## src/rtl/core/gmt_pkg.sv

```systemverilog
// ----------------------------------------------------------------------------
// gmt_pkg
// Shared types, constants and helpers for the grid mesh triangulator.
// ----------------------------------------------------------------------------
package gmt_pkg;

    localparam int NUM_W      = 24;
    localparam int LIM_W      = 14;
    localparam int COLS_CFG_W = 13;
    localparam int ROWS_CFG_W = 12;
    localparam int CFG_DATA_W = 13;
    localparam int CFG_IDX_W  = 2;

    localparam logic [NUM_W-1:0]      NUM_MAX    = 24'hFF_FFFF;
    localparam logic [NUM_W-1:0]      NUM_FIRST  = 24'd1;
    localparam logic [COLS_CFG_W-1:0] COLS_RESET = 13'd640;
    localparam logic [ROWS_CFG_W-1:0] ROWS_RESET = 12'd480;
    localparam logic [LIM_W-1:0]      LIM_MIN    = 14'd2;

    // Configuration register indexes
    typedef enum logic [CFG_IDX_W-1:0] {
        REG_COLUMNS = 2'd0,
        REG_ROWS    = 2'd1
    } cfg_reg_t;

    typedef enum logic {
        KIND_VERTEX = 1'b0,
        KIND_FACE   = 1'b1
    } record_kind_t;

    // Bit positions in a record mask
    localparam int REC_VERTEX = 0;
    localparam int REC_FACE_A = 1;
    localparam int REC_FACE_B = 2;
    localparam int REC_N      = 3;

    typedef logic [REC_N-1:0] rec_mask_t;

    // One pixel as handed from the scan logic to the record emitter
    typedef struct packed {
        logic [NUM_W-1:0] num;
        logic [NUM_W-1:0] below;
        logic             has_up;
        logic             row_pos;
        logic             col_pos;
    } scan_item_t;

    function automatic logic [LIM_W-1:0] clamp_lim(
        input logic [LIM_W-1:0] v,
        input logic [LIM_W-1:0] hi
    );
        logic [LIM_W-1:0] res;
        if (v < LIM_MIN)
            res = LIM_MIN;
        else if (v > hi)
            res = hi;
        else
            res = v;
        return res;
    endfunction

endpackage

```

## src/rtl/core/gmt_emit.sv

```systemverilog
// ----------------------------------------------------------------------------
// gmt_emit
// Holds one pixel after the line store read and emits its vertex and face
// records one per cycle through the output register while out_stall is low.
// ----------------------------------------------------------------------------
module gmt_emit (
    input  logic                         clk,
    input  logic                         rst_n,
    input  logic                         accept,
    input  gmt_pkg::scan_item_t          item,
    input  logic [gmt_pkg::NUM_W-1:0]    rd_data,
    output logic                         hold,
    output logic                         out_valid,
    input  logic                         out_stall,
    output logic                         record_kind,
    output logic [gmt_pkg::NUM_W-1:0]    first_vertex,
    output logic [gmt_pkg::NUM_W-1:0]    second_vertex,
    output logic [gmt_pkg::NUM_W-1:0]    third_vertex,
    output logic                         last
);
    import gmt_pkg::*;

    scan_item_t       s1_item_reg;
    logic             s1_valid_reg, s1_valid_next;
    rec_mask_t        done_reg,     done_next;
    logic [NUM_W-1:0] left_reg;

    logic             out_valid_reg, out_valid_next;
    record_kind_t     kind_reg,      kind_next;
    logic [NUM_W-1:0] first_reg,     first_next;
    logic [NUM_W-1:0] second_reg,    second_next;
    logic [NUM_W-1:0] third_reg,     third_next;
    logic             last_reg,      last_next;

    rec_mask_t present;
    rec_mask_t pend;
    rec_mask_t sel;
    rec_mask_t rest;
    logic      slot_free;
    logic      emit;
    logic      s1_free;
    logic      left_ok;

    always_comb
    begin
        left_ok             = (left_reg != '0);
        present[REC_VERTEX] = (s1_item_reg.num != '0);
        present[REC_FACE_A] = s1_item_reg.col_pos && present[REC_VERTEX] &&
                              s1_item_reg.has_up && left_ok && (rd_data != '0);
        present[REC_FACE_B] = s1_item_reg.col_pos && present[REC_VERTEX] &&
                              s1_item_reg.row_pos && left_ok &&
                              (s1_item_reg.below != '0);

        pend      = s1_valid_reg ? (present & ~done_reg) : '0;
        sel       = pend & (~pend + 1'b1);
        rest      = pend & ~sel;
        slot_free = !out_valid_reg || !out_stall;
        emit      = (pend != '0) && slot_free;
        s1_free   = s1_valid_reg && ((pend == '0) || (slot_free && (rest == '0)));
        hold      = s1_valid_reg && !s1_free;
    end

    always_comb
    begin
        s1_valid_next  = s1_valid_reg;
        done_next      = done_reg;
        out_valid_next = out_valid_reg;
        kind_next      = kind_reg;
        first_next     = first_reg;
        second_next    = second_reg;
        third_next     = third_reg;
        last_next      = last_reg;

        if (slot_free)
        begin
            out_valid_next = 1'b0;
        end

        if (emit)
        begin
            out_valid_next = 1'b1;
            last_next      = (rest == '0);
            done_next      = done_reg | sel;
            if (sel[REC_VERTEX])
            begin
                kind_next   = KIND_VERTEX;
                first_next  = s1_item_reg.num;
                second_next = '0;
                third_next  = '0;
            end
            else if (sel[REC_FACE_A])
            begin
                kind_next   = KIND_FACE;
                first_next  = left_reg;
                second_next = s1_item_reg.num;
                third_next  = rd_data;
            end
            else
            begin
                kind_next   = KIND_FACE;
                first_next  = left_reg;
                second_next = s1_item_reg.below;
                third_next  = s1_item_reg.num;
            end
        end

        if (accept)
        begin
            s1_valid_next = 1'b1;
            done_next     = '0;
        end
        else if (s1_free)
        begin
            s1_valid_next = 1'b0;
        end
    end

    always_ff @(posedge clk or negedge rst_n)
    begin
        if (!rst_n)
        begin
            s1_valid_reg  <= 1'b0;
            done_reg      <= '0;
            out_valid_reg <= 1'b0;
        end
        else
        begin
            s1_valid_reg  <= s1_valid_next;
            done_reg      <= done_next;
            out_valid_reg <= out_valid_next;
        end
    end

    always_ff @(posedge clk)
    begin
        if (accept)
        begin
            s1_item_reg <= item;
            // Upper neighbour of the previous pixel is this pixel's left neighbour
            left_reg    <= rd_data;
        end
        kind_reg   <= kind_next;
        first_reg  <= first_next;
        second_reg <= second_next;
        third_reg  <= third_next;
        last_reg   <= last_next;
    end

    assign out_valid     = out_valid_reg;
    assign record_kind   = kind_reg;
    assign first_vertex  = first_reg;
    assign second_vertex = second_reg;
    assign third_vertex  = third_reg;
    assign last          = last_reg;

    a_face_corners: assert property (@(posedge clk) disable iff (!rst_n)
        out_valid_reg && (kind_reg == KIND_FACE) |->
        (first_reg != '0) && (second_reg != '0) && (third_reg != '0))
        else $error("face record with an empty corner");

    a_vertex_shape: assert property (@(posedge clk) disable iff (!rst_n)
        out_valid_reg && (kind_reg == KIND_VERTEX) |->
        (first_reg != '0) && (second_reg == '0) && (third_reg == '0))
        else $error("malformed vertex record");

    a_done_subset: assert property (@(posedge clk) disable iff (!rst_n)
        s1_valid_reg |-> (done_reg & ~present) == '0)
        else $error("record marked sent that the pixel does not have");

endmodule
```

## config.mk

```make
export PLATFORM = sky130hd
export DESIGN_NAME = gmt_emit
export DESIGN_NICKNAME = d
export VERILOG_FILES = /design/src/rtl/core/gmt_pkg.sv /design/src/rtl/core/gmt_emit.sv
export SDC_FILE = /design/constraint.sdc
export NUM_CORES = 1
export LEC_CHECK = 0
export ABC_AREA = 1
export BUFFER_PORTS_ARGS = -buffer_cell sky130_fd_sc_hd__buf_4
export CORE_ASPECT_RATIO = 1.5
export CORE_MARGIN = 2
export CORE_UTILIZATION = 57
export CTS_CLUSTER_SIZE = 24
export DETAILED_ROUTE_END_ITERATION = 8
export GPL_TIMING_DRIVEN = 0
export HOLD_SLACK_MARGIN = 0.08
export PLACE_DENSITY = 0.95
export SLEW_MARGIN = 20
export SYNTH_ARGS = -nofsm -noshare
export SYNTH_HDL_FRONTEND = slang
export SYNTH_SLANG_ARGS = --single-unit
export TNS_END_PERCENT = 10
```

## constraint.sdc

```tcl
create_clock -name clk -period 5.18 [get_ports clk]
set_clock_uncertainty 0.2 [all_clocks]
set_input_delay 0.259 -clock clk [delete_from_list [all_inputs] [get_ports clk]]
set_output_delay 0.259 -clock clk [all_outputs]
set_load 0.005 [all_outputs]
```

==> out/results.tsv, run 1 <==
metric	value	unit
outcome	finished, final reports clean	
Final Hold Viols	0	
vias	4978	
Synth-to-Final Area Change	45.5	%
power density over the cells	430	mW/mm^2
worst path cell trace	nor2_1, nand3_1, nor2_1, nand3_1, nand2_1, inv_2, nand2_4, nand2_2, buf_6, nand2_1, nand3_1, nand2_1, inv_1, buf_4	
count of cell types in the netlist	22	
Slew @ Worst Pin	1030	ps
Main synth FF type	edfxtp_1	
Worst-path clk slew	70	ps
Tcrit/Tclk final	57.9	%
vias in the first global route	5237	
CTS Sinks	154	
number of synthesized flops with an enable pin	149	
post-layout util	84.9	%
Hold Path End	s1_item_reg[18]$_DFFE_PP_	
Hold Path Origin	accept	
Max VDD drop	0.351	mV
leading cell type in the layout, fill and taps excluded	buf_4	
Power, Total	3.84	mW
setup TNS	0	ps
fin nets	775	
CP startpoint kind	flop	
vias per inst	5.83	
DRC	0	
Worst Hold Class	in2reg	
Final Max Tran Viols	0	
commonest cells after routing, fill and taps aside	155 x buf_4, 149 x edfxtp_1, 78 x dlygate4sd3_1, 65 x nand2_1, 49 x inv_1	
Worst Path Buf+Inv	4	
final setup fails	0	
Cells after Synth	444	
R2R Path Start	s1_item_reg[31]$_DFFE_PP_	
Final Instance Area	0.00895	mm^2
R2R setup slack	2360	ps
LEAKAGE	3.69	nW
register area share after synthesis	74.8	%
global-route wire length before repair	28.4	mm
CP arrival	2540	ps
initial antenna violation count	1	
Starting Density	58.4	%
Routed WL	19.1	mm
Net Sw Power	0.981	mW
Max FO, Critical Path	10	
post-route minimum period	3000	ps
Seq pwr share	44.4	%
DP HPWL	10.8	mm
Post-Layout Cell Count	854	
yosys warns	0	
Die Area	0.0117	mm^2
slowest stage delay, CP	410	ps
H-tree Lvls	4	
max reg flops	51	
Setup WS pre-CTS	2620	ps
setup ws final	2180	ps
CP max stage cell	edfxtp_1	
Routed Antenna Nets	0	
Crit. End Element	primary output	
Clk pwr share	36.4	%
I/O pin cnt	155	
Crit Path Category	reg2out	
clk_lat worst skew	430	ps
DR WL/cell	22.3	um
Gate power share	19.2	%
drt first pass iters	6	
Cell Rows	46	
Highest Clock Rate	0.333	GHz
Sw Ratio	25.5	%
share of cells above drive strength 1	34.6	%
syn_nets	523	
clock root cell	clkbuf_16	
average size of a mapped cell	13.9	um^2
hold path cells	1	
Post-synth ARST share	3.25	%
# port buffers	154	
Synth Register Bits	154	
RR Endpoint	third_vertex[1]$_SDFFCE_PP0P_	
Top delay family on crit path	simple AND/OR/NAND/NOR gates	
Routability Congestion	0.865	
DP Area	0.00751	mm^2
number of max-cap violations	0	
pin count of the biggest net entering global routing	80	
chip height	131	um
filler instances	451	
total grt overflow	0	
synthesized area	0.00615	mm^2
WHS	312	ps
CTS tree	yes	
Worst Path Required	4720	ps
drt initial violations	765	
Total GRT Usage	33.7	%
Longest Clk Path Bufs	2	
Worst slew margin	31.4	%
Resize count post-CTS	0	
core area	0.0105	mm^2
RSZ-0062 raised after global routing	false	
internal power	2.86	mW
Num CTS Buffers	17	
cells on worst reg2reg path	12	
Critical path origin	s1_item_reg[31]$_DFFE_PP_	
# placed instances	743	
Die W	88.8	um
[Yosys cell counts, types with 2 or more instances]
cell,instances,area (um^2)
nand3_1,16,80.1
dfrtp_1,5,125
nand2_4,2,22.5
buf_2,4,20.0
nand2_1,65,244
inv_2,13,48.8
nor2_1,41,154
edfxtp_1,149,4470
nor3_2,2,20.0
o22ai_2,30,375
a21oi_1,3,15.0
inv_1,50,188
o21ai_0,42,210
clkbuf_1,2,7.51
buf_6,7,78.8
nand4_1,7,43.8
[metal layers]
metal / up-vias / global-route usage (%) / part of all wire, %
li1: 2067 / - / -
met3: 109 / 7.79 / 8.3
met1: 2368 / 38.9 / 33
met4: 0 / 21.4 / 7.3
met5: - / 0 / 0
met2: 434 / 55.0 / 52
[cells by family (layout without fill, tap and decap cells)]
kind of cell,Yosys count,in the layout,synth area share (%)
AO/OA/AOI/OAI,75,75,9.76
flip-flops,154,154,74.8
other,0,1,0
AND/OR/NAND/NOR,138,138,9.76
buffers and inverters,77,342,5.70
[power by group through the flow]
stage,Sequential [mW],Combinational [mW],Clock (mW)
after floorplan,1.73,0.252,0
after global placement,1.72,0.603,0
after detailed placement,1.72,0.645,0
after CTS,1.70,0.707,1.38
after global routing,1.72,0.778,1.45
final,1.71,0.737,1.40
[how the worst max path moves through the flow]
| stage | endpoint | slack (ps) | cells after the start |
|---|---|---|---|
| floorplan | first_vertex[0]$_DFFE_PP_ | 2040 | 11 |
| global placement | first_vertex[20]$_DFFE_PP_ | 1350 | 11 |
| detailed placement | second_vertex[21]$_SDFFCE_PP0P_ | 2620 | 12 |
| CTS | hold | 2340 | 14 |
| global route | hold | 2110 | 14 |
| finish | hold | 2180 | 14 |
[worst register-to-register path, cell delays in order (launching register included)]
cell	delay [ps]
edfxtp_1	410
nor2_1	160
nand3_1	110
nor2_1	260
nand3_1	190
nand2_1	150
inv_2	70
nand2_4	100
nand2_2	90
or2_1	240
nand2_1	130
inv_4	170
buf_12	260
[final cells by class]
cell class | instances | area, um^2 | share of cell area [%]
diodes | 1 | 2.50 | 0.0280
flip-flops and latches | 154 | 4600 | 51.4
well taps | 144 | 180 | 2.01
repair buffers | 233 | 1960 | 21.9
plain buffers | 14 | 114 | 1.27
clock buffers | 18 | 429 | 4.80
multi-input cells | 213 | 1200 | 13.4
inverters | 63 | 239 | 2.67
clock inverters | 14 | 225 | 2.52
[what timing repair did]
action | in CTS | in global routing
endpoints found under the hold margin | 107 | 0
hold buffers | 78 | 0
setup buffers | 0 | 0
No activity file was read; power rests on OpenSTA's default activity.
==> run 2: changes to the inputs <==
--- a/config.mk
+++ b/config.mk
@@ -5,16 +5,16 @@
 export SDC_FILE = /design/constraint.sdc
 export NUM_CORES = 1
 export LEC_CHECK = 0
-export ABC_AREA = 1
+export ABC_AREA = 0
 export BUFFER_PORTS_ARGS = -buffer_cell sky130_fd_sc_hd__buf_4
 export CORE_ASPECT_RATIO = 1.5
 export CORE_MARGIN = 2
-export CORE_UTILIZATION = 57
+export CORE_UTILIZATION = 53
 export CTS_CLUSTER_SIZE = 24
 export DETAILED_ROUTE_END_ITERATION = 8
 export GPL_TIMING_DRIVEN = 0
 export HOLD_SLACK_MARGIN = 0.08
-export PLACE_DENSITY = 0.95
+export PLACE_DENSITY = 0.9
 export SLEW_MARGIN = 20
 export SYNTH_ARGS = -nofsm -noshare
 export SYNTH_HDL_FRONTEND = slang
==> constraint.sdc (replaced) <==
create_clock -name clk -period 3 [get_ports clk]
set_clock_uncertainty 0.2 [all_clocks]
set_input_delay 0.15 -clock clk [delete_from_list [all_inputs] [get_ports clk]]
set_output_delay 0.15 -clock clk [all_outputs]
set_load 0.005 [all_outputs]
==> run 2 against run 1 <==
Against the previous run:
- sequential power rose by 69%
- register-to-register slack got worse by 2300 ps
- count of clock-buffer cells in the layout up 1
- via count shrank 14%
- critical path type unchanged
- first-iteration DRC count fell by 69%
- largest power group unchanged
- routed wire length fell by 13%
- sequential cell count is the same
- synthesized area down 0.20%
- non-clock buffer count is 2 higher
- total power grew 56%
- final cell count down 10%
- sequential share of layout area about the same
==> out/results.tsv, run 2 <==
metric	value	unit	change
Slew @ Worst Pin	971	ps	-58.7 ps
CP arrival	2630	ps	+90 ps
Cells after Synth	350		-21%
hold path cells	2		+1
largest family of logic cells by synthesized area	multiplexers		
Final Max Tran Viols	0		unchanged
global-route wire length before repair	24.8	mm	-13%
post-synth top area share	72.9	%	+0.15 points
R2R setup slack	110	ps	-2250 ps
Net Sw Power	1.48	mW	+51%
Routed WL	16.5	mm	-13%
Tcrit/Tclk final	99.3	%	
top cells by area, synth	edfxtp_1 73%, mux2i_1 7.8%, mux2_1 4.4%		
pin count of the biggest net entering global routing	79		-1.3%
core area	0.0114	mm^2	+8.3%
Routability Congestion	0.884		+2.2%
Post-Layout Cell Count	769		-10%
Sw Ratio	24.7	%	-0.79 points
setup ws final	21.8	ps	-2160 ps
total grt overflow	0		unchanged
Worst Hold Class	in2reg		
Num CTS Buffers	17		unchanged
Hold Path Origin	accept		
XOR/XNOR Fraction of Synth Area	0	%	unchanged
Routed Antenna Nets	0		unchanged
Total GRT Usage	27.5	%	-6.2 points
cell type with the largest total area after synthesis	edfxtp_1		
Crit. End Element	primary output		
yosys warns	0		unchanged
outcome	finished, final reports clean		
WHS	206	ps	-106 ps
number of synthesized flops with an enable pin	149		unchanged
mux cell area share after synthesis	12.2	%	+12 points
Die Area	0.0125	mm^2	+7.1%
DRC	0		unchanged
top-count cell post-synth	edfxtp_1		
average size of a mapped cell	17.5	um^2	+27%
# placed instances	657		-12%
share of cells above drive strength 1	34.5	%	about the same
Worst Path Required	2650	ps	-2070 ps
Gate power share	17.7	%	-1.5 points
internal power	4.51	mW	+58%
# port buffers	154		unchanged
drt first pass iters	7		+1
fin nets	683		-12%
DR WL/cell	21.4	um	-3.9%
clock root cell	clkbuf_16		
Synth Area in Compound Gates	1.22	%	-8.5 points
Synth Register Bits	154		unchanged
post-route minimum period	2980	ps	
number of max-cap violations	0		unchanged
I/O pin cnt	155		unchanged
Max VDD drop	0.518	mV	+48%
vias per inst	5.58		-4.2%
cells on worst reg2reg path	9		-3
Main synth FF type	edfxtp_1		
initial antenna violation count	2		+1
Worst slew margin	35.3	%	+3.9 points
synthesized area	0.00614	mm^2	-0.20%
Clk pwr share	34.2	%	-2.2 points
power density over the cells	670	mW/mm^2	+56%
final setup fails	0		unchanged
Synth Area in Simple Gates	8.56	%	-1.2 points
Setup WS pre-CTS	98.2	ps	-2520 ps
drt initial violations	240		-69%
clk_lat worst skew	430	ps	about the same
leading cell type in the layout, fill and taps excluded	buf_4		
Starting Density	53.8	%	-4.6 points
commonest cells after routing, fill and taps aside	154 x buf_4, 149 x edfxtp_1, 78 x dlygate4sd3_1, 51 x nor2_1, 48 x mux2i_1		
Synth Area in Adders	0.183	%	+0.18 points
chip height	136	um	+3.5%
Power, Total	5.99	mW	+56%
Post-CTS Setup Bufs	0		unchanged
Longest Clk Path Bufs	2		unchanged
R2R Path Start	s1_item_reg[36]$_DFFE_PP_		
Synth top cells by count	149 x edfxtp_1, 51 x nor2_1, 48 x mux2i_1		
Die W	91.9	um	+3.4%
post-layout util	78.4	%	-6.5 points
vias in the first global route	4557		-13%
Synth-to-Final Area Change	45.7	%	
Highest Clock Rate	0.336	GHz	
RR Endpoint	first_vertex[8]$_DFFE_PP_		
max reg flops	51		unchanged
CTS Sinks	154		unchanged
Cell Rows	48		+4.3%
CTS tree	yes		
Seq pwr share	48.2	%	+3.8 points
syn_nets	429		-18%
Hold Path End	done_reg[1]$_DFFE_PN0P_		
Post-synth ARST share	3.25	%	unchanged
Final Hold Viols	0		unchanged
Crit Path Category	reg2out		
H-tree Lvls	4		unchanged
CP startpoint kind	flop		
count of cell types in the netlist	32		+45%
DP HPWL	10.4	mm	-3.8%
LEAKAGE	3.40	nW	-7.8%
vias	4293		-14%
Max FO, Critical Path	10		unchanged
register area share after synthesis	74.9	%	+0.15 points
Worst-path clk slew	60	ps	about the same
## run 2: cell types whose count changed in the layout (fill, tap and decap cells not counted), moves of 24 or more
cell / before / now
inv_1: 49 / 4
mux2_1: 0 / 24
mux2i_1: 0 / 48
nand2_1: 65 / 4
o22ai_2: 30 / 0
o21ai_0: 42 / 0
## run 2: cell families after synthesis
logic type | after synthesis
compound gates | 10
fa+ha+maj | 1
buf+inv | 19
flops | 154
mux | 72
simple gates | 94
## run 2: power by group through the flow
stage               clock network (mW)  registers [mW]  logic [mW]
floorplan                            0            2.90       0.371
global placement                     0            2.92       0.866
detailed placement                   0            2.91       0.950
CTS                               2.04            2.88        1.04
global route                      2.14            2.91        1.13
finish                            2.05            2.89        1.06
## run 2: how the worst max path moves through the flow
stage                                   start                            end  slack, ps  cells past startpoint
floorplan           s1_item_reg[50]$_DFFE_PP_      first_vertex[0]$_DFFE_PP_        -60                      7
global placement    s1_item_reg[50]$_DFFE_PP_  third_vertex[1]$_SDFFCE_PP0P_       -800                      6
detailed placement     left_reg[11]$_DFFE_PP_  third_vertex[1]$_SDFFCE_PP0P_        100                      9
CTS                 s1_item_reg[50]$_DFFE_PP_                           hold         20                      8
global route        s1_item_reg[36]$_DFFE_PP_                           hold        -10                      7
finish              s1_item_reg[36]$_DFFE_PP_                           hold         20                      8
## run 2: metrics by stage
stage	area [um^2]	TNS, ps
2_1_floorplan	6160	-4760
3_3_place_gp	7500	-59380
3_5_place_dp	7570	0
4_1_cts	8920	0
5_1_grt	8950	-11.0
6_report	8950	0
## run 2: routing by layer
layer  global-route usage, %  share of wire, %  up-vias  routed length, um
met1                    29.3                34     2123               5550
li1                        -                 -     1873                  -
met3                    5.56               5.5       67                911
met2                    48.9                55      230               9100
met4                    18.2               5.7        0                937
met5                       0                 0        -                  0
## run 2: area by class of cell
cell class / count / area (um^2)
buffer: 14 / 158
antenna: 2 / 5.00
inverter: 5 / 18.8
clock buffer: 19 / 433
tap: 150 / 188
timing repair buffer: 235 / 2010
clock inverter: 13 / 128
fill: 607 / 2460
sequential: 154 / 4600
multi-input combinational: 177 / 1410
## run 2: critical path, cell delays in order, from the launching register on
cell,delay [ps]
edfxtp_1,480
or4_4,610
nor2_4,160
and2_4,210
nor4_4,50
buf_12,160
nor3_4,270
nor3_1,120
buf_4,150
## run 2: timing repair
action | in CTS | in global routing
hold buffers | 78 | 0
pin swaps | 0 | 0
setup endpoints to repair | 1 | 27
gates resized for setup | 1 | 3
hold endpoints to repair | 112 | 0
