===== src/rtl/core/gmt_pkg.sv =====
// ----------------------------------------------------------------------------
// gmt_pkg
// Shared types, constants and helpers for the grid mesh triangulator.
// ----------------------------------------------------------------------------
package gmt_pkg;

    localparam int NUM_W      = 24;
    localparam int LIM_W      = 14;
    localparam int COLS_CFG_W = 13;
    localparam int ROWS_CFG_W = 12;
    localparam int CFG_DATA_W = 13;
    localparam int CFG_IDX_W  = 2;

    localparam logic [NUM_W-1:0]      NUM_MAX    = 24'hFF_FFFF;
    localparam logic [NUM_W-1:0]      NUM_FIRST  = 24'd1;
    localparam logic [COLS_CFG_W-1:0] COLS_RESET = 13'd640;
    localparam logic [ROWS_CFG_W-1:0] ROWS_RESET = 12'd480;
    localparam logic [LIM_W-1:0]      LIM_MIN    = 14'd2;

    // Configuration register indexes
    typedef enum logic [CFG_IDX_W-1:0] {
        REG_COLUMNS = 2'd0,
        REG_ROWS    = 2'd1
    } cfg_reg_t;

    typedef enum logic {
        KIND_VERTEX = 1'b0,
        KIND_FACE   = 1'b1
    } record_kind_t;

    // Bit positions in a record mask
    localparam int REC_VERTEX = 0;
    localparam int REC_FACE_A = 1;
    localparam int REC_FACE_B = 2;
    localparam int REC_N      = 3;

    typedef logic [REC_N-1:0] rec_mask_t;

    // One pixel as handed from the scan logic to the record emitter
    typedef struct packed {
        logic [NUM_W-1:0] num;
        logic [NUM_W-1:0] below;
        logic             has_up;
        logic             row_pos;
        logic             col_pos;
    } scan_item_t;

    function automatic logic [LIM_W-1:0] clamp_lim(
        input logic [LIM_W-1:0] v,
        input logic [LIM_W-1:0] hi
    );
        logic [LIM_W-1:0] res;
        if (v < LIM_MIN)
            res = LIM_MIN;
        else if (v > hi)
            res = hi;
        else
            res = v;
        return res;
    endfunction

endpackage


===== src/rtl/core/gmt_scan.sv =====
// ----------------------------------------------------------------------------
// gmt_scan
// Scan position, vertex numbering, frame limits and line store addressing.
// ----------------------------------------------------------------------------
module gmt_scan #(
    parameter  int MAX_ROWS    = 2048,
    parameter  int MAX_COLUMNS = 4096,
    localparam int RA_W        = $clog2(MAX_ROWS),
    localparam int CA_W        = $clog2(MAX_COLUMNS)
) (
    input  logic                                clk,
    input  logic                                rst_n,
    input  logic                                cfg_write_en,
    input  logic [gmt_pkg::CFG_IDX_W-1:0]       cfg_index,
    input  logic [gmt_pkg::CFG_DATA_W-1:0]      cfg_data,
    input  logic                                accept,
    input  logic                                point_valid,
    output gmt_pkg::scan_item_t                 item,
    output logic [RA_W-1:0]                     wr_addr,
    output logic [RA_W-1:0]                     rd_addr
);
    import gmt_pkg::*;

    localparam logic [LIM_W-1:0] ROWS_HI  = LIM_W'(MAX_ROWS);
    localparam logic [LIM_W-1:0] COLS_HI  = LIM_W'(MAX_COLUMNS);
    localparam logic [LIM_W-1:0] ROWS_RST = clamp_lim(LIM_W'(ROWS_RESET), ROWS_HI);
    localparam logic [LIM_W-1:0] COLS_RST = clamp_lim(LIM_W'(COLS_RESET), COLS_HI);

    logic [RA_W-1:0]  row_reg,      row_next;
    logic [CA_W-1:0]  col_reg,      col_next;
    logic [NUM_W-1:0] below_reg,    below_next;
    logic [NUM_W-1:0] next_num_reg, next_num_next;
    logic [LIM_W-1:0] rows_lim_reg, rows_lim_next;
    logic [LIM_W-1:0] cols_lim_reg, cols_lim_next;

    logic [LIM_W-1:0] row_inc;
    logic [LIM_W-1:0] col_inc;
    logic             last_row;
    logic             last_col;
    logic [NUM_W-1:0] num;

    always_comb
    begin
        row_inc  = LIM_W'(row_reg) + 1'b1;
        col_inc  = LIM_W'(col_reg) + 1'b1;
        last_row = (row_inc >= rows_lim_reg);
        last_col = (col_inc >= cols_lim_reg);
        num      = point_valid ? next_num_reg : '0;

        item.num     = num;
        item.below   = below_reg;
        item.has_up  = !last_row;
        item.row_pos = (row_reg != '0);
        item.col_pos = (col_reg != '0);

        wr_addr = row_reg;
        // Prefetch the upper neighbour; on the last row fetch row 0 for the next column
        rd_addr = last_row ? '0 : RA_W'(row_inc);
    end

    always_comb
    begin
        row_next      = row_reg;
        col_next      = col_reg;
        below_next    = below_reg;
        next_num_next = next_num_reg;
        rows_lim_next = rows_lim_reg;
        cols_lim_next = cols_lim_reg;

        if (cfg_write_en)
        begin
            case (cfg_reg_t'(cfg_index))
                REG_COLUMNS:
                begin
                    cols_lim_next = clamp_lim(LIM_W'(cfg_data[COLS_CFG_W-1:0]), COLS_HI);
                    row_next      = '0;
                    col_next      = '0;
                    below_next    = '0;
                    next_num_next = NUM_FIRST;
                end
                REG_ROWS:
                begin
                    rows_lim_next = clamp_lim(LIM_W'(cfg_data[ROWS_CFG_W-1:0]), ROWS_HI);
                    row_next      = '0;
                    col_next      = '0;
                    below_next    = '0;
                    next_num_next = NUM_FIRST;
                end
                default:
                begin
                end
            endcase
        end
        else if (accept)
        begin
            below_next = num;
            if (point_valid && (next_num_reg != NUM_MAX))
            begin
                next_num_next = next_num_reg + 1'b1;
            end
            if (last_row)
            begin
                row_next = '0;
                if (last_col)
                begin
                    // End of frame: restart the scan and the numbering
                    col_next      = '0;
                    below_next    = '0;
                    next_num_next = NUM_FIRST;
                end
                else
                begin
                    col_next = CA_W'(col_inc);
                end
            end
            else
            begin
                row_next = RA_W'(row_inc);
            end
        end
    end

    always_ff @(posedge clk or negedge rst_n)
    begin
        if (!rst_n)
        begin
            row_reg      <= '0;
            col_reg      <= '0;
            below_reg    <= '0;
            next_num_reg <= NUM_FIRST;
            rows_lim_reg <= ROWS_RST;
            cols_lim_reg <= COLS_RST;
        end
        else
        begin
            row_reg      <= row_next;
            col_reg      <= col_next;
            below_reg    <= below_next;
            next_num_reg <= next_num_next;
            rows_lim_reg <= rows_lim_next;
            cols_lim_reg <= cols_lim_next;
        end
    end

    a_row_in_frame: assert property (@(posedge clk) disable iff (!rst_n)
        LIM_W'(row_reg) < rows_lim_reg)
        else $error("row index beyond frame height");

    a_col_in_frame: assert property (@(posedge clk) disable iff (!rst_n)
        LIM_W'(col_reg) < cols_lim_reg)
        else $error("column index beyond frame width");

    a_num_nonzero: assert property (@(posedge clk) disable iff (!rst_n)
        accept && point_valid |-> item.num != '0)
        else $error("valid pixel numbered zero");

endmodule


===== config.mk =====
export PLATFORM = sky130hd
export DESIGN_NAME = gmt_scan
export DESIGN_NICKNAME = d
export VERILOG_FILES = /design/src/rtl/core/gmt_pkg.sv /design/src/rtl/core/gmt_scan.sv
export SDC_FILE = /design/constraint.sdc
export NUM_CORES = 1
export LEC_CHECK = 0
export BUFFER_PORTS_ARGS = -buffer_cell sky130_fd_sc_hd__buf_2
export CAP_MARGIN = 20
export CORE_MARGIN = 2
export CORE_UTILIZATION = 51
export DETAILED_ROUTE_END_ITERATION = 8
export GPL_TIMING_DRIVEN = 0
export PLACE_DENSITY = 0.74
export SETUP_SLACK_MARGIN = 0.4
export SLEW_MARGIN = 20
export SYNTH_ARGS = -nofsm -noshare
export SYNTH_HDL_FRONTEND = slang
export SYNTH_SLANG_ARGS = --single-unit

===== constraint.sdc =====
create_clock -name clk -period 3.7 [get_ports clk]
set_input_delay 0.74 -clock clk [delete_from_list [all_inputs] [get_ports clk]]
set_output_delay 0.74 -clock clk [all_outputs]
set_load 0.05 [all_outputs]

==> impl_results.html, run 1 <==
<table>
<tr><th>Metric</th><th>Value</th></tr>
<tr><th colspan="2">Timing</th></tr>
<tr><td>Setup WS post-layout</td><td>-245 ps</td></tr>
<tr><td>Unrepaired setup endpoints after global routing</td><td>yes</td></tr>
<tr><td>Final sum of negative setup slack</td><td>-4080 ps</td></tr>
<tr><td>Total count of max-transition violations in the final report</td><td>0</td></tr>
<tr><td>Min Tclk post-route</td><td>3940 ps</td></tr>
<tr><td>F_max</td><td>about 0.25 GHz</td></tr>
<tr><td>Endpoints failing setup</td><td>36</td></tr>
<tr><td>Number of failing hold endpoints at the final stage</td><td>0</td></tr>
<tr><td>Worst-case headroom to the max-slew limit</td><td>47.1%</td></tr>
<tr><td>Share of the clock period used by the worst path after layout</td><td>107%</td></tr>
<tr><td>Final Skew</td><td>17.9 ps</td></tr>
<tr><td>Worst-margin pin slew</td><td>794 ps</td></tr>
<tr><th colspan="2">Placement</th></tr>
<tr><td>Post-DP HPWL</td><td>10,400 um</td></tr>
<tr><td>I/O Buffers</td><td>92</td></tr>
<tr><td>RD Place Congestion</td><td>0.904</td></tr>
<tr><td>Cell area reported after detailed placement</td><td>6340 sq um</td></tr>
<tr><th colspan="2">Synth</th></tr>
<tr><td>Area share of and/or/nand/nor cells after synthesis</td><td>20.2%</td></tr>
<tr><td>Number of storage elements in the synthesis netlist</td><td>96</td></tr>
<tr><td>Syn Nets</td><td>640</td></tr>
<tr><td>Number of synthesized flops with an enable pin</td><td>0</td></tr>
<tr><td>Async set-or-reset flop fraction in the synthesized netlist</td><td>100%</td></tr>
<tr><td>Multiplexer area fraction after synthesis</td><td>0.773%</td></tr>
<tr><td>Mean Syn Cell Area</td><td>9.34 sq um</td></tr>
<tr><td>Distinct cell type count of the synthesized netlist</td><td>56</td></tr>
<tr><td>Part of the Yosys area used for sequential elements</td><td>43.8%</td></tr>
<tr><td>Post-synth design cell area</td><td>5500 sq um</td></tr>
<tr><td>Number of synthesis warnings</td><td>0</td></tr>
<tr><td>Compound-gate portion of the synthesized area</td><td>roughly 20%</td></tr>
<tr><td>Synthesized instance count</td><td>589</td></tr>
<tr><td>Combinational family with the most area after synthesis</td><td>simple AND/OR/NAND/NOR gates</td></tr>
<tr><td>XOR/XNOR share of the synthesized area</td><td>2.87%</td></tr>
<tr><td>Post-Synth Adder-Cell Area</td><td>7.05%</td></tr>
<tr><td>Top FF cell, synth</td><td>sky130_fd_sc_hd__dfrtp_1</td></tr>
<tr><th colspan="2">Critical path</th></tr>
<tr><td>Critical Path Fanout Max</td><td>5</td></tr>
<tr><td>Capture instance of the worst register-to-register path</td><td>next_num_reg[3]</td></tr>
<tr><td>Required time of the worst setup path</td><td>2960 ps</td></tr>
<tr><td>Arrival time reported for the critical path endpoint</td><td>3200 ps</td></tr>
<tr><td>Count of cells along the worst register-to-register path</td><td>22</td></tr>
<tr><td>Crit. End Element</td><td>primary output</td></tr>
<tr><td>Internal reg-to-reg setup slack</td><td>-130 ps</td></tr>
<tr><td>Reg-to-reg startpoint</td><td>wr_addr[0]</td></tr>
<tr><td>Category of the most critical setup path</td><td>reg -&gt; out</td></tr>
<tr><td>Crit path launch type</td><td>register</td></tr>
<tr><th colspan="2">Clocking</th></tr>
<tr><td>Buffers from clock root to sink, at most</td><td>2</td></tr>
<tr><td>Clock transition at the registers of the reported paths</td><td>100 ps</td></tr>
<tr><td>Clock Latency Late Sink</td><td>about 380 ps</td></tr>
<tr><td>Root cell of the clock tree</td><td>sky130_fd_sc_hd__clkbuf_8</td></tr>
<tr><td>Number of clock sinks seen by CTS</td><td>96</td></tr>
<tr><td>TritonCTS clock tree</td><td>done</td></tr>
<tr><td>Count of hold buffers inserted by post-cts repair</td><td>0</td></tr>
<tr><td>TritonCTS buffer count</td><td>9</td></tr>
<tr><td>CTS H-tree lvls</td><td>3</td></tr>
<tr><th colspan="2">Drt</th></tr>
<tr><td>Via total after detailed routing</td><td>5,363</td></tr>
<tr><td>Count of TritonRoute iterations in the first routing pass</td><td>5</td></tr>
<tr><td>Iteration-0 DRC Markers</td><td>450</td></tr>
<tr><td>Post-route DRC violation count</td><td>0</td></tr>
<tr><td>Total wire length</td><td>16,900 um</td></tr>
<tr><td>Count of antenna-violating nets left after detailed routing</td><td>0</td></tr>
<tr><td>DR vias/cell</td><td>6.11</td></tr>
<tr><td>Final routed wire length divided by cell count</td><td>19.2 um</td></tr>
<tr><th colspan="2">Cells and area</th></tr>
<tr><td>Post-layout nets</td><td>788</td></tr>
<tr><td>Most used cells in the layout excluding fill and tap cells</td><td>sky130_fd_sc_hd__dfrtp_1 (84), sky130_fd_sc_hd__buf_2 (83), sky130_fd_sc_hd__nand2_1 (52), sky130_fd_sc_hd__a22o_1 (42), sky130_fd_sc_hd__inv_1 (39)</td></tr>
<tr><td>Most common cell after layout, fill and taps aside</td><td>sky130_fd_sc_hd__dfrtp_1</td></tr>
<tr><td>Count of inserted antenna diode cells</td><td>0</td></tr>
<tr><td>Fraction of layout instances using a drive strength above 1</td><td>35.8%</td></tr>
<tr><td>Finished layout cell area</td><td>7580 sq um</td></tr>
<tr><td>Syn-to-layout area delta</td><td>37.8%</td></tr>
<tr><th colspan="2">Global route</th></tr>
<tr><td>Largest net degree at the start of global routing</td><td>67</td></tr>
<tr><td>Number of antenna violations at the first check in global routing</td><td>0</td></tr>
<tr><td>Number of global-route vias before repair</td><td>5,038</td></tr>
<tr><td>GRT Overall Usage</td><td>28.1%</td></tr>
<tr><td>Global-route wire length before repair</td><td>25,400 um</td></tr>
<tr><td>Total congestion overflow</td><td>0</td></tr>
<tr><th colspan="2">Power and ir drop</th></tr>
<tr><td>Static Leakage</td><td>3.61 nW</td></tr>
<tr><td>PD cells</td><td>between 400 and 500 nW/um^2</td></tr>
<tr><td>Total design power</td><td>approximately 0.0031 W</td></tr>
<tr><td>IR drop worst, VDD</td><td>0.433 mV</td></tr>
<tr><th colspan="2">Floorplan</th></tr>
<tr><td>Ports placed on the boundary</td><td>93</td></tr>
<tr><td>Starting Density</td><td>52.8%</td></tr>
<tr><td>Row cnt</td><td>37</td></tr>
<tr><td>Horizontal die dimension</td><td>108 um</td></tr>
<tr><td>Area enclosed by the die boundary</td><td>11,600 sq um</td></tr>
<tr><td>Vert. Die Dim</td><td>108 um</td></tr>
<tr><td>Placeable Area</td><td>10,400 sq um</td></tr>
<tr><th colspan="2">Worst hold path</th></tr>
<tr><td>Class of the tightest hold or removal check</td><td>in -&gt; async</td></tr>
<tr><th colspan="2">Run status</th></tr>
<tr><td>Failing checks</td><td>setup timing</td></tr>
<tr><td>Result of the run</td><td>complete, but fails checks</td></tr>
<tr><th colspan="2">Run</th></tr>
<tr><td>Max-capacitance violation count</td><td>0</td></tr>
</table>
==> critical path: stages (launching register included) <==
cell	delay [ps]
sky130_fd_sc_hd__dfrtp_4	520
sky130_fd_sc_hd__ha_4	170
sky130_fd_sc_hd__and3_4	170
sky130_fd_sc_hd__and3_4	170
sky130_fd_sc_hd__buf_8	120
sky130_fd_sc_hd__nand3_4	90
sky130_fd_sc_hd__xor2_4	170
sky130_fd_sc_hd__inv_2	60
sky130_fd_sc_hd__ha_4	220
sky130_fd_sc_hd__a21oi_2	140
sky130_fd_sc_hd__nand2_2	80
sky130_fd_sc_hd__a221oi_4	310
sky130_fd_sc_hd__o21ai_4	150
sky130_fd_sc_hd__clkbuf_16	200
sky130_fd_sc_hd__nor2b_4	120
sky130_fd_sc_hd__buf_8	150
==> cell type report <==
type / instances / area, sq um
sequential: 96 / 2420
clock buffer: 12 / 145
timing repair buffer: 137 / 1140
fill: 744 / 2840
multi-input combinational: 421 / 3200
clock inverter: 4 / 77.6
inverter: 42 / 161
tap: 136 / 170
buffer: 30 / 259
==> synthesized netlist by cell type (12+ instances only) <==
cell type | instances | area (sq um)
sky130_fd_sc_hd__a22o_1 | 42 | 368
sky130_fd_sc_hd__nand3_1 | 32 | 160
sky130_fd_sc_hd__o21ai_0 | 25 | 125
sky130_fd_sc_hd__and2_1 | 25 | 156
sky130_fd_sc_hd__and3_1 | 12 | 75.1
sky130_fd_sc_hd__ha_1 | 31 | 388
sky130_fd_sc_hd__nand2_1 | 66 | 248
sky130_fd_sc_hd__a21oi_1 | 30 | 150
sky130_fd_sc_hd__a31oi_1 | 24 | 150
sky130_fd_sc_hd__inv_1 | 41 | 154
sky130_fd_sc_hd__dfrtp_1 | 89 | 2230
sky130_fd_sc_hd__clkbuf_1 | 18 | 67.6
sky130_fd_sc_hd__nor2_1 | 24 | 90.1
==> per-stage QoR <==
stage	hold WS [ps]	std cells	util, %	setup WS, ps
5_1_grt	246	878	72.7	-387
3_3_place_gp	468	817	60.6	-297
3_5_place_dp	476	818	60.9	-325
2_1_floorplan	444	589	-	-162
4_1_cts	233	856	68.1	-247
6_report	234	878	72.7	-245
==> worst max-delay path by stage <==
stage	slack, ps	end	startpoint	cells after the start
5_1_grt	-390	rd_addr[7]	wr_addr[6]	13
4_1_cts	-250	rd_addr[5]	wr_addr[0]	15
6_report	-240	rd_addr[5]	wr_addr[0]	15
3_5_place_dp	-330	rd_addr[5]	wr_addr[0]	12
3_3_place_gp	-300	rd_addr[5]	wr_addr[0]	15
2_1_floorplan	-160	rd_addr[9]	wr_addr[0]	13
==> power by group <==
group          internal, W  switching, W
registers          0.00113     0.0000802
clock network     0.000404      0.000387
logic             0.000435      0.000644
total              0.00197       0.00111
==> per-layer routing <==
layer	up-vias	routed length [um]	GRT usage (%)	share of wire (%)
met5	-	0	0	0
met4	0	450	12.5	2.7
met3	42	1220	4.12	7.2
met2	280	8190	43.3	49
met1	2624	7010	39.3	42
li1	2417	-	-	-
==> cells by family after synthesis <==
group,Yosys count
AO/OA/AOI/OAI,152
XOR/XNOR,18
adder cells (fa/ha/maj),31
buffers and inverters,72
flip-flops,96
multiplexers,4
AND/OR/NAND/NOR,216
==> what timing repair did <==
action / CTS / global route
gates cloned: 7 / 2
pin swaps: 17 / 56
endpoints found under the setup margin: 78 / 77
buffers inserted: 15 / 20
gates resized for setup: 63 / 94
Note: power is estimated with default switching activity, not from simulation.
==> inputs of run 2 (changes only) <==
==> constraint.sdc (replaced) <==
create_clock -name clk -period 3.7 [get_ports clk]
set_input_delay 0.37 -clock clk [delete_from_list [all_inputs] [get_ports clk]]
set_output_delay 0.37 -clock clk [all_outputs]
set_load 0.05 [all_outputs]
==> impl_results.html, run 2 (synthesized netlist as in run 1, its figures left out) <==
<table>
<tr><th>Metric</th><th>Value</th></tr>
<tr><th colspan="2">Placement</th></tr>
<tr><td>RD Place Congestion</td><td>0.881 (-2.5%)</td></tr>
<tr><td>I/O Buffers</td><td>92 (unchanged)</td></tr>
<tr><td>Post-DP HPWL</td><td>10,400 um (+0.48%)</td></tr>
<tr><th colspan="2">Timing</th></tr>
<tr><td>Share of the clock period used by the worst path after layout</td><td>100% (-6.6 points)</td></tr>
<tr><td>F_max</td><td>0.270 GHz (+6.6%)</td></tr>
<tr><td>Worst-case headroom to the max-slew limit</td><td>45.4% (-1.7 points)</td></tr>
<tr><td>Number of failing hold endpoints at the final stage</td><td>0 (unchanged)</td></tr>
<tr><td>Worst-margin pin slew</td><td>819 ps (+25.1 ps)</td></tr>
<tr><td>Endpoints failing setup</td><td>1 (-97%)</td></tr>
<tr><td>Total count of max-transition violations in the final report</td><td>0 (unchanged)</td></tr>
<tr><td>Smallest hold slack</td><td>236 ps (+1.78 ps)</td></tr>
<tr><td>Min Tclk post-route</td><td>3700 ps (-244 ps)</td></tr>
<tr><td>Unrepaired setup endpoints after global routing</td><td>yes</td></tr>
<tr><td>Setup WS post-layout</td><td>-0.514 ps (+244 ps)</td></tr>
<tr><td>Final Skew</td><td>17.6 ps (-0.285 ps)</td></tr>
<tr><th colspan="2">Floorplan</th></tr>
<tr><td>Horizontal die dimension</td><td>108 um (unchanged)</td></tr>
<tr><td>Placeable Area</td><td>10,400 sq um (unchanged)</td></tr>
<tr><td>Vert. Die Dim</td><td>108 um (unchanged)</td></tr>
<tr><td>Area enclosed by the die boundary</td><td>11,600 sq um (unchanged)</td></tr>
<tr><td>Ports placed on the boundary</td><td>93 (unchanged)</td></tr>
<tr><td>Row cnt</td><td>37 (unchanged)</td></tr>
<tr><td>Starting Density</td><td>52.8% (unchanged)</td></tr>
<tr><th colspan="2">Drt</th></tr>
<tr><td>DR vias/cell</td><td>6.05 (-0.93%)</td></tr>
<tr><td>Total wire length</td><td>16,400 um (-2.8%)</td></tr>
<tr><td>Iteration-0 DRC Markers</td><td>450 (unchanged)</td></tr>
<tr><td>Final routed wire length divided by cell count</td><td>18.8 um (-2.3%)</td></tr>
<tr><td>Count of TritonRoute iterations in the first routing pass</td><td>6 (+1)</td></tr>
<tr><td>Via total after detailed routing</td><td>5,289 (-1.4%)</td></tr>
<tr><td>Count of antenna-violating nets left after detailed routing</td><td>0 (unchanged)</td></tr>
<tr><td>Post-route DRC violation count</td><td>0 (unchanged)</td></tr>
<tr><th colspan="2">Critical path</th></tr>
<tr><td>Crit. End Element</td><td>primary output</td></tr>
<tr><td>Crit path largest cell delay</td><td>520 ps (about the same)</td></tr>
<tr><td>Crit path launch type</td><td>register</td></tr>
<tr><td>Crit-path slowest cell</td><td>sky130_fd_sc_hd__dfrtp_4</td></tr>
<tr><td>Cell chain of the critical path</td><td>ha_4 &gt; and3_4 &gt; and3_4 &gt; buf_8 &gt; nand3_4 &gt; xor2_4 &gt; inv_2 &gt; ha_4 &gt; a21oi_2 &gt; nand2_2 &gt; a221oi_4 &gt; o21ai_4 &gt; clkbuf_16 &gt; nor2b_4 &gt; buf_8</td></tr>
<tr><td>Required time of the worst setup path</td><td>3330 ps (+370 ps)</td></tr>
<tr><td>Critical Path Fanout Max</td><td>5 (unchanged)</td></tr>
<tr><td>Category of the most critical setup path</td><td>reg -&gt; out</td></tr>
<tr><td>Arrival time reported for the critical path endpoint</td><td>3330 ps (+130 ps)</td></tr>
<tr><td>WP buf/inv</td><td>4 (unchanged)</td></tr>
<tr><td>Kind of cell with the highest combined delay on the critical path</td><td>simple AND/OR/NAND/NOR gates</td></tr>
<tr><th colspan="2">Power and ir drop</th></tr>
<tr><td>PD cells</td><td>389 nW/um^2 (-4.2%)</td></tr>
<tr><td>IR drop worst, VDD</td><td>0.337 mV (-22%)</td></tr>
<tr><td>Static Leakage</td><td>3.58 nW (-0.72%)</td></tr>
<tr><th colspan="2">Cells and area</th></tr>
<tr><td>Most used cells in the layout excluding fill and tap cells</td><td>sky130_fd_sc_hd__dfrtp_1 (84), sky130_fd_sc_hd__buf_2 (83), sky130_fd_sc_hd__nand2_1 (50), sky130_fd_sc_hd__a22o_1 (42), sky130_fd_sc_hd__inv_1 (38)</td></tr>
<tr><td>Post-route core utilization</td><td>72.7% (about the same)</td></tr>
<tr><td>Total of fill cells in the finished design</td><td>701 (-5.8%)</td></tr>
<tr><td>Fraction of layout instances using a drive strength above 1</td><td>36.3% (+0.47 points)</td></tr>
<tr><td>Most common cell after layout, fill and taps aside</td><td>sky130_fd_sc_hd__dfrtp_1</td></tr>
<tr><td>Post-layout nets</td><td>784 (-0.51%)</td></tr>
<tr><td>Syn-to-layout area delta</td><td>37.7% (about the same)</td></tr>
<tr><td>Count of inserted antenna diode cells</td><td>0 (unchanged)</td></tr>
<tr><th colspan="2">Global route</th></tr>
<tr><td>Largest net degree at the start of global routing</td><td>80 (+19%)</td></tr>
<tr><td>Number of antenna violations at the first check in global routing</td><td>0 (unchanged)</td></tr>
<tr><td>Global-route wire length before repair</td><td>24,600 um (-3.3%)</td></tr>
<tr><td>GRT Overall Usage</td><td>27.0% (-1.0 points)</td></tr>
<tr><td>Number of global-route vias before repair</td><td>4,957 (-1.6%)</td></tr>
<tr><td>Total congestion overflow</td><td>0 (unchanged)</td></tr>
<tr><th colspan="2">Worst hold path</th></tr>
<tr><td>Class of the tightest hold or removal check</td><td>in -&gt; reg</td></tr>
<tr><th colspan="2">Clocking</th></tr>
<tr><td>TritonCTS clock tree</td><td>done</td></tr>
<tr><td>Clock transition at the registers of the reported paths</td><td>100 ps (about the same)</td></tr>
<tr><td>CTS H-tree lvls</td><td>3 (unchanged)</td></tr>
<tr><td>Clock Latency Late Sink</td><td>390 ps (about the same)</td></tr>
<tr><td>Number of clock sinks seen by CTS</td><td>96 (unchanged)</td></tr>
<tr><td>Buffers from clock root to sink, at most</td><td>2 (unchanged)</td></tr>
<tr><td>TritonCTS buffer count</td><td>9 (unchanged)</td></tr>
<tr><td>Root cell of the clock tree</td><td>sky130_fd_sc_hd__clkbuf_8</td></tr>
<tr><th colspan="2">Run</th></tr>
<tr><td>Max-capacitance violation count</td><td>0 (unchanged)</td></tr>
<tr><th colspan="2">Run status</th></tr>
<tr><td>Failing checks</td><td>setup timing</td></tr>
<tr><td>Result of the run</td><td>complete, but fails checks</td></tr>
</table>
-- run 2: changes by cell type in the layout (fill, tap and decap cells not counted), moves of 3 or more --
cell                        delta
sky130_fd_sc_hd__a21oi_1       -3
sky130_fd_sc_hd__buf_16        -3
sky130_fd_sc_hd__buf_8         -4
sky130_fd_sc_hd__clkbuf_16     +4
sky130_fd_sc_hd__nand2_4       +3
sky130_fd_sc_hd__o21ai_0       +5
sky130_fd_sc_hd__o21ai_1       -3
-- run 2: worst paths after layout --
| kind | from | endpoint | slack (ps) | depth (start not counted) |
|---|---|---|---|---|
| worst max-delay path | wr_addr[0] | rd_addr[5] | -0.5 | 15 |
| worst min register to register | below_reg[15] | below_reg[15] | 500 | 1 |
| max in group asynchronous | rst_n | wr_addr[0] | 2650 | 3 |
| worst max register to register | wr_addr[0] | col_reg[2] | 140 | 20 |
| min in group asynchronous | rst_n | rows_lim_reg[9] | 400 | 2 |
| worst min-delay path | cfg_data[10] | cols_lim_reg[10] | 240 | 2 |
-- run 2: what timing repair did --
action / in CTS / in global routing
hold buffers: 1 / 0
pin swaps: 11 / 59
gates resized for setup: 48 / 114
hold endpoints to repair: 12 / 0
buffers inserted: 16 / 13
gates cloned: 3 / 7
setup endpoints to repair: 83 / 76
-- run 2: report_power, final --
part           switching (W)  internal [W]  total, W  leakage, nW
logic               0.000632      0.000411   0.00104         2.20
registers          0.0000802       0.00113   0.00121         1.28
clock network       0.000406      0.000290  0.000696       0.0951
total                0.00112       0.00183   0.00295         3.58
-- run 2: layer usage --
metal	wire length, um	up-vias	GRT usage, %	part of all wire [%]
li1	-	2412	-	-
met4	452	0	10.4	2.8
met3	1210	45	4.48	7.4
met5	0	-	0	0
met1	6730	2570	37.7	41
met2	8010	262	42.1	49
-- run 2: layout make-up --
class                   instances  area (sq um)  share of cell area (%)
plain buffers                  30           258                    3.40
clock buffers                  12           155                    2.05
clock inverters                 4          36.3                   0.479
inverters                      42           161                    2.13
multi-input cells             421          3290                    43.5
flip-flops and latches         96          2420                    32.0
well taps                     136           170                    2.25
repair buffers                133          1080                    14.2
-- run 2: worst reg2reg max path, stage by stage (launching register included) --
cell and delay, ps:
sky130_fd_sc_hd__dfrtp_4 520, sky130_fd_sc_hd__ha_4 180, sky130_fd_sc_hd__and3_4 170, sky130_fd_sc_hd__and3_4 190, sky130_fd_sc_hd__buf_8 130, sky130_fd_sc_hd__nand3_4 90
sky130_fd_sc_hd__xor2_4 180, sky130_fd_sc_hd__inv_2 60, sky130_fd_sc_hd__ha_4 220, sky130_fd_sc_hd__a21oi_2 150, sky130_fd_sc_hd__nand2_2 80, sky130_fd_sc_hd__a221oi_4 310
sky130_fd_sc_hd__o21ai_4 160, sky130_fd_sc_hd__buf_6 170, sky130_fd_sc_hd__buf_6 110, sky130_fd_sc_hd__buf_6 100, sky130_fd_sc_hd__buf_6 100, sky130_fd_sc_hd__o21ai_4 240
sky130_fd_sc_hd__buf_6 190, sky130_fd_sc_hd__a21oi_2 40, sky130_fd_sc_hd__o22ai_1 110
-- run 2: stage by stage --
step	setup TNS, ps	power, W	setup slack (ps)	instances	instance area (sq um)
after floorplan	0	0.00183	208	589	5680
after global placement	0	0.00203	31.5	817	6310
after detailed placement	-175	0.00206	-38.5	818	6340
after CTS	0	0.00282	49.3	854	6910
after global routing	-689	0.00308	-116	874	7570
final	-0.514	0.00295	-0.514	874	7570
==> inputs of run 3 (changes only) <==
--- a/config.mk
+++ b/config.mk
@@ -8,11 +8,12 @@
 export BUFFER_PORTS_ARGS = -buffer_cell sky130_fd_sc_hd__buf_2
 export CAP_MARGIN = 20
 export CORE_MARGIN = 2
-export CORE_UTILIZATION = 51
+export CORE_UTILIZATION = 30
 export DETAILED_ROUTE_END_ITERATION = 8
 export GPL_TIMING_DRIVEN = 0
-export PLACE_DENSITY = 0.74
+export PLACE_DENSITY = 0.48
 export SETUP_SLACK_MARGIN = 0.4
+export SKIP_CTS_REPAIR_TIMING = 1
 export SLEW_MARGIN = 20
 export SYNTH_ARGS = -nofsm -noshare
 export SYNTH_HDL_FRONTEND = slang
==> impl_results.html, run 3 (synthesized netlist as in run 1, its figures left out) <==
<table>
<tr><th>Metric</th><th>Value</th></tr>
<tr><th colspan="2">Run status</th></tr>
<tr><td>Result of the run</td><td>complete, but fails checks</td></tr>
<tr><td>Failing checks</td><td>setup timing</td></tr>
<tr><th colspan="2">Power and ir drop</th></tr>
<tr><td>Logic gate share of total power</td><td>33.6% (-1.8 points)</td></tr>
<tr><td>Int Power</td><td>0.00204 W (+12%)</td></tr>
<tr><td>Fraction of power spent switching nets</td><td>36.1% (-1.8 points)</td></tr>
<tr><td>Net Sw Power</td><td>0.00116 W (+3.3%)</td></tr>
<tr><td>Share of total power in sequential cells</td><td>37.7% (-3.3 points)</td></tr>
<tr><td>Static Leakage</td><td>3.63 nW (+1.4%)</td></tr>
<tr><td>PD cells</td><td>412 nW/um^2 (+5.8%)</td></tr>
<tr><td>IR drop worst, VDD</td><td>0.453 mV (+34%)</td></tr>
<tr><td>Clock group share of total power</td><td>28.7% (+5.1 points)</td></tr>
<tr><th colspan="2">Global route</th></tr>
<tr><td>Total congestion overflow</td><td>0 (unchanged)</td></tr>
<tr><td>Number of global-route vias before repair</td><td>4,774 (-3.7%)</td></tr>
<tr><td>Number of antenna violations at the first check in global routing</td><td>0 (unchanged)</td></tr>
<tr><td>Largest net degree at the start of global routing</td><td>74 (-7.5%)</td></tr>
<tr><td>GRT Overall Usage</td><td>16.9% (-10 points)</td></tr>
<tr><td>Global-route wire length before repair</td><td>26,300 um (+7.0%)</td></tr>
<tr><th colspan="2">Drt</th></tr>
<tr><td>Total wire length</td><td>17,400 um (+6.3%)</td></tr>
<tr><td>Count of TritonRoute iterations in the first routing pass</td><td>4 (-2)</td></tr>
<tr><td>Count of antenna-violating nets left after detailed routing</td><td>0 (unchanged)</td></tr>
<tr><td>DR vias/cell</td><td>5.23 (-14%)</td></tr>
<tr><td>Post-route DRC violation count</td><td>0 (unchanged)</td></tr>
<tr><td>Iteration-0 DRC Markers</td><td>377 (-16%)</td></tr>
<tr><td>Final routed wire length divided by cell count</td><td>17.9 um (-4.5%)</td></tr>
<tr><td>Via total after detailed routing</td><td>5,091 (-3.7%)</td></tr>
<tr><th colspan="2">Floorplan</th></tr>
<tr><td>Horizontal die dimension</td><td>139 um (+29%)</td></tr>
<tr><td>Placeable Area</td><td>18,000 sq um (+72%)</td></tr>
<tr><td>Vert. Die Dim</td><td>139 um (+29%)</td></tr>
<tr><td>Starting Density</td><td>30.6% (-22 points)</td></tr>
<tr><td>Area enclosed by the die boundary</td><td>19,400 sq um (+67%)</td></tr>
<tr><td>Row cnt</td><td>49 (+32%)</td></tr>
<tr><td>Ports placed on the boundary</td><td>93 (unchanged)</td></tr>
<tr><th colspan="2">Timing</th></tr>
<tr><td>Worst-margin pin slew</td><td>751 ps (-68.4 ps)</td></tr>
<tr><td>Min Tclk post-route</td><td>3710 ps (+12.2 ps)</td></tr>
<tr><td>Worst-case headroom to the max-slew limit</td><td>49.9% (+4.6 points)</td></tr>
<tr><td>F_max</td><td>0.269 GHz (-0.33%)</td></tr>
<tr><td>Final Skew</td><td>11.6 ps (-6.05 ps)</td></tr>
<tr><td>Unrepaired setup endpoints after global routing</td><td>yes</td></tr>
<tr><td>Total count of max-transition violations in the final report</td><td>0 (unchanged)</td></tr>
<tr><td>Smallest hold slack</td><td>278 ps (+42.7 ps)</td></tr>
<tr><td>Endpoints failing setup</td><td>3 (+2)</td></tr>
<tr><td>Number of failing hold endpoints at the final stage</td><td>0 (unchanged)</td></tr>
<tr><td>Final sum of negative setup slack</td><td>-17.9 ps (-17.4 ps)</td></tr>
<tr><td>Share of the clock period used by the worst path after layout</td><td>100% (+0.33 points)</td></tr>
<tr><td>Setup WS post-layout</td><td>-12.7 ps (-12.2 ps)</td></tr>
<tr><th colspan="2">Worst hold path</th></tr>
<tr><td>Class of the tightest hold or removal check</td><td>in -&gt; reg</td></tr>
<tr><th colspan="2">Cells and area</th></tr>
<tr><td>Post-route core utilization</td><td>43.2% (-29 points)</td></tr>
<tr><td>Count of inserted antenna diode cells</td><td>0 (unchanged)</td></tr>
<tr><td>Most used cells in the layout excluding fill and tap cells</td><td>sky130_fd_sc_hd__buf_2 (84), sky130_fd_sc_hd__dfrtp_1 (84), sky130_fd_sc_hd__nand2_1 (63), sky130_fd_sc_hd__a22o_1 (42), sky130_fd_sc_hd__inv_1 (39)</td></tr>
<tr><td>Syn-to-layout area delta</td><td>41.2%</td></tr>
<tr><td>Post-layout nets</td><td>790 (+0.77%)</td></tr>
<tr><td>Total of fill cells in the finished design</td><td>1,747 (+150%)</td></tr>
<tr><td>Fraction of layout instances using a drive strength above 1</td><td>35.6% (-0.70 points)</td></tr>
<tr><th colspan="2">Placement</th></tr>
<tr><td>Placement Setup Slack</td><td>-101 ps (-63.0 ps)</td></tr>
<tr><td>Post-DP HPWL</td><td>11,900 um (+14%)</td></tr>
<tr><td>I/O Buffers</td><td>92 (unchanged)</td></tr>
<tr><td>RD Place Congestion</td><td>0.841 (-4.6%)</td></tr>
<tr><th colspan="2">Clocking</th></tr>
<tr><td>Clock transition at the registers of the reported paths</td><td>70 ps (-30 ps)</td></tr>
<tr><td>TritonCTS clock tree</td><td>done</td></tr>
<tr><td>CTS H-tree lvls</td><td>3 (unchanged)</td></tr>
<tr><td>Number of clock sinks seen by CTS</td><td>96 (unchanged)</td></tr>
<tr><td>Clock Latency Late Sink</td><td>360 ps (-30 ps)</td></tr>
<tr><td>Buffers from clock root to sink, at most</td><td>2 (unchanged)</td></tr>
<tr><td>Root cell of the clock tree</td><td>sky130_fd_sc_hd__clkbuf_16</td></tr>
<tr><td>TritonCTS buffer count</td><td>9 (unchanged)</td></tr>
<tr><th colspan="2">Critical path</th></tr>
<tr><td>Critical Path Fanout Max</td><td>6 (+1)</td></tr>
<tr><td>Crit path launch type</td><td>register</td></tr>
<tr><td>Crit path largest cell delay</td><td>520 ps (about the same)</td></tr>
<tr><td>Crit. End Element</td><td>primary output</td></tr>
<tr><td>Kind of cell with the highest combined delay on the critical path</td><td>buffers and inverters</td></tr>
<tr><td>Category of the most critical setup path</td><td>reg -&gt; out</td></tr>
<tr><td>Cell chain of the critical path</td><td>ha_4 &gt; and3_4 &gt; and3_4 &gt; buf_6 &gt; nand3_4 &gt; xor2_4 &gt; inv_2 &gt; ha_4 &gt; a21oi_2 &gt; nand2_2 &gt; a221oi_4 &gt; o21ai_4 &gt; buf_4 &gt; clkbuf_16 &gt; nor2b_4 &gt; buf_6</td></tr>
<tr><td>Arrival time reported for the critical path endpoint</td><td>3340 ps (about the same)</td></tr>
<tr><td>Required time of the worst setup path</td><td>3330 ps (about the same)</td></tr>
<tr><td>Crit-path slowest cell</td><td>sky130_fd_sc_hd__dfrtp_4</td></tr>
<tr><td>WP buf/inv</td><td>5 (+1)</td></tr>
<tr><th colspan="2">Run</th></tr>
<tr><td>Max-capacitance violation count</td><td>0 (unchanged)</td></tr>
</table>
run 3: cell types whose count changed in the layout (fill, tap and decap cells not counted), sizes merged:
| cell | delta |
|---|---|
| buf | +8 |
| clkinv | +2 |
| clkbuf | -4 |
run 3: per-layer routing:
layer	part of all wire, %	GRT usage, %	wire length (um)	vias up
met3	4.0	2.79	694	8
met2	48	27.0	8400	125
met4	0.85	4.73	149	0
li1	-	-	-	2419
met1	47	23.6	8190	2539
met5	0	0	0	-
run 3: final cells by class:
class                   instances  area, sq um  area share (%)
plain buffers                  30          249            3.21
clock buffers                  10          239            3.08
clock inverters                 6         40.0           0.516
inverters                      42          161            2.08
multi-input cells             421         3240            41.7
flip-flops and latches         96         2420            31.2
well taps                     229          287            3.69
repair buffers                139         1130            14.6
run 3: power by group through the flow:
stage	Clock [W]	Sequential, W	Combinational, W
after floorplan	0	0.00126	0.000573
after global placement	0	0.00123	0.000830
after detailed placement	0	0.00123	0.000842
after CTS	0.000939	0.00121	0.000847
after global routing	0.000984	0.00122	0.00116
final	0.000919	0.00121	0.00107
run 3: worst reg2reg max path: cells and delay by family (launching register included):
family,cells,cell delay (ps)
fa+ha+maj,2,400
simple gates,5,650
xor+xnor,1,180
compound gates,5,1010
buf+inv,7,860
flops,1,520
run 3: worst paths after layout:
check | end | slack, ps | from | cells past startpoint
max in group asynchronous | cols_lim_reg[9] | 2590 | rst_n | 3
max reg2reg | below_reg[3] | 10 | wr_addr[0] | 20
min in group asynchronous | wr_addr[10] | 440 | rst_n | 2
min | cols_lim_reg[10] | 280 | cfg_data[10] | 2
min reg2reg | cols_lim_reg[11] | 490 | cols_lim_reg[11] | 2
max | rd_addr[6] | -10 | wr_addr[0] | 16
run 3: stage by stage:
step	cell area [sq um]	power [W]	cells
global route	7770	0.00336	973
finish	7770	0.00320	973
detailed placement	6460	0.00207	911
CTS	6740	0.00299	927
floorplan	5680	0.00183	589
global placement	6430	0.00206	910
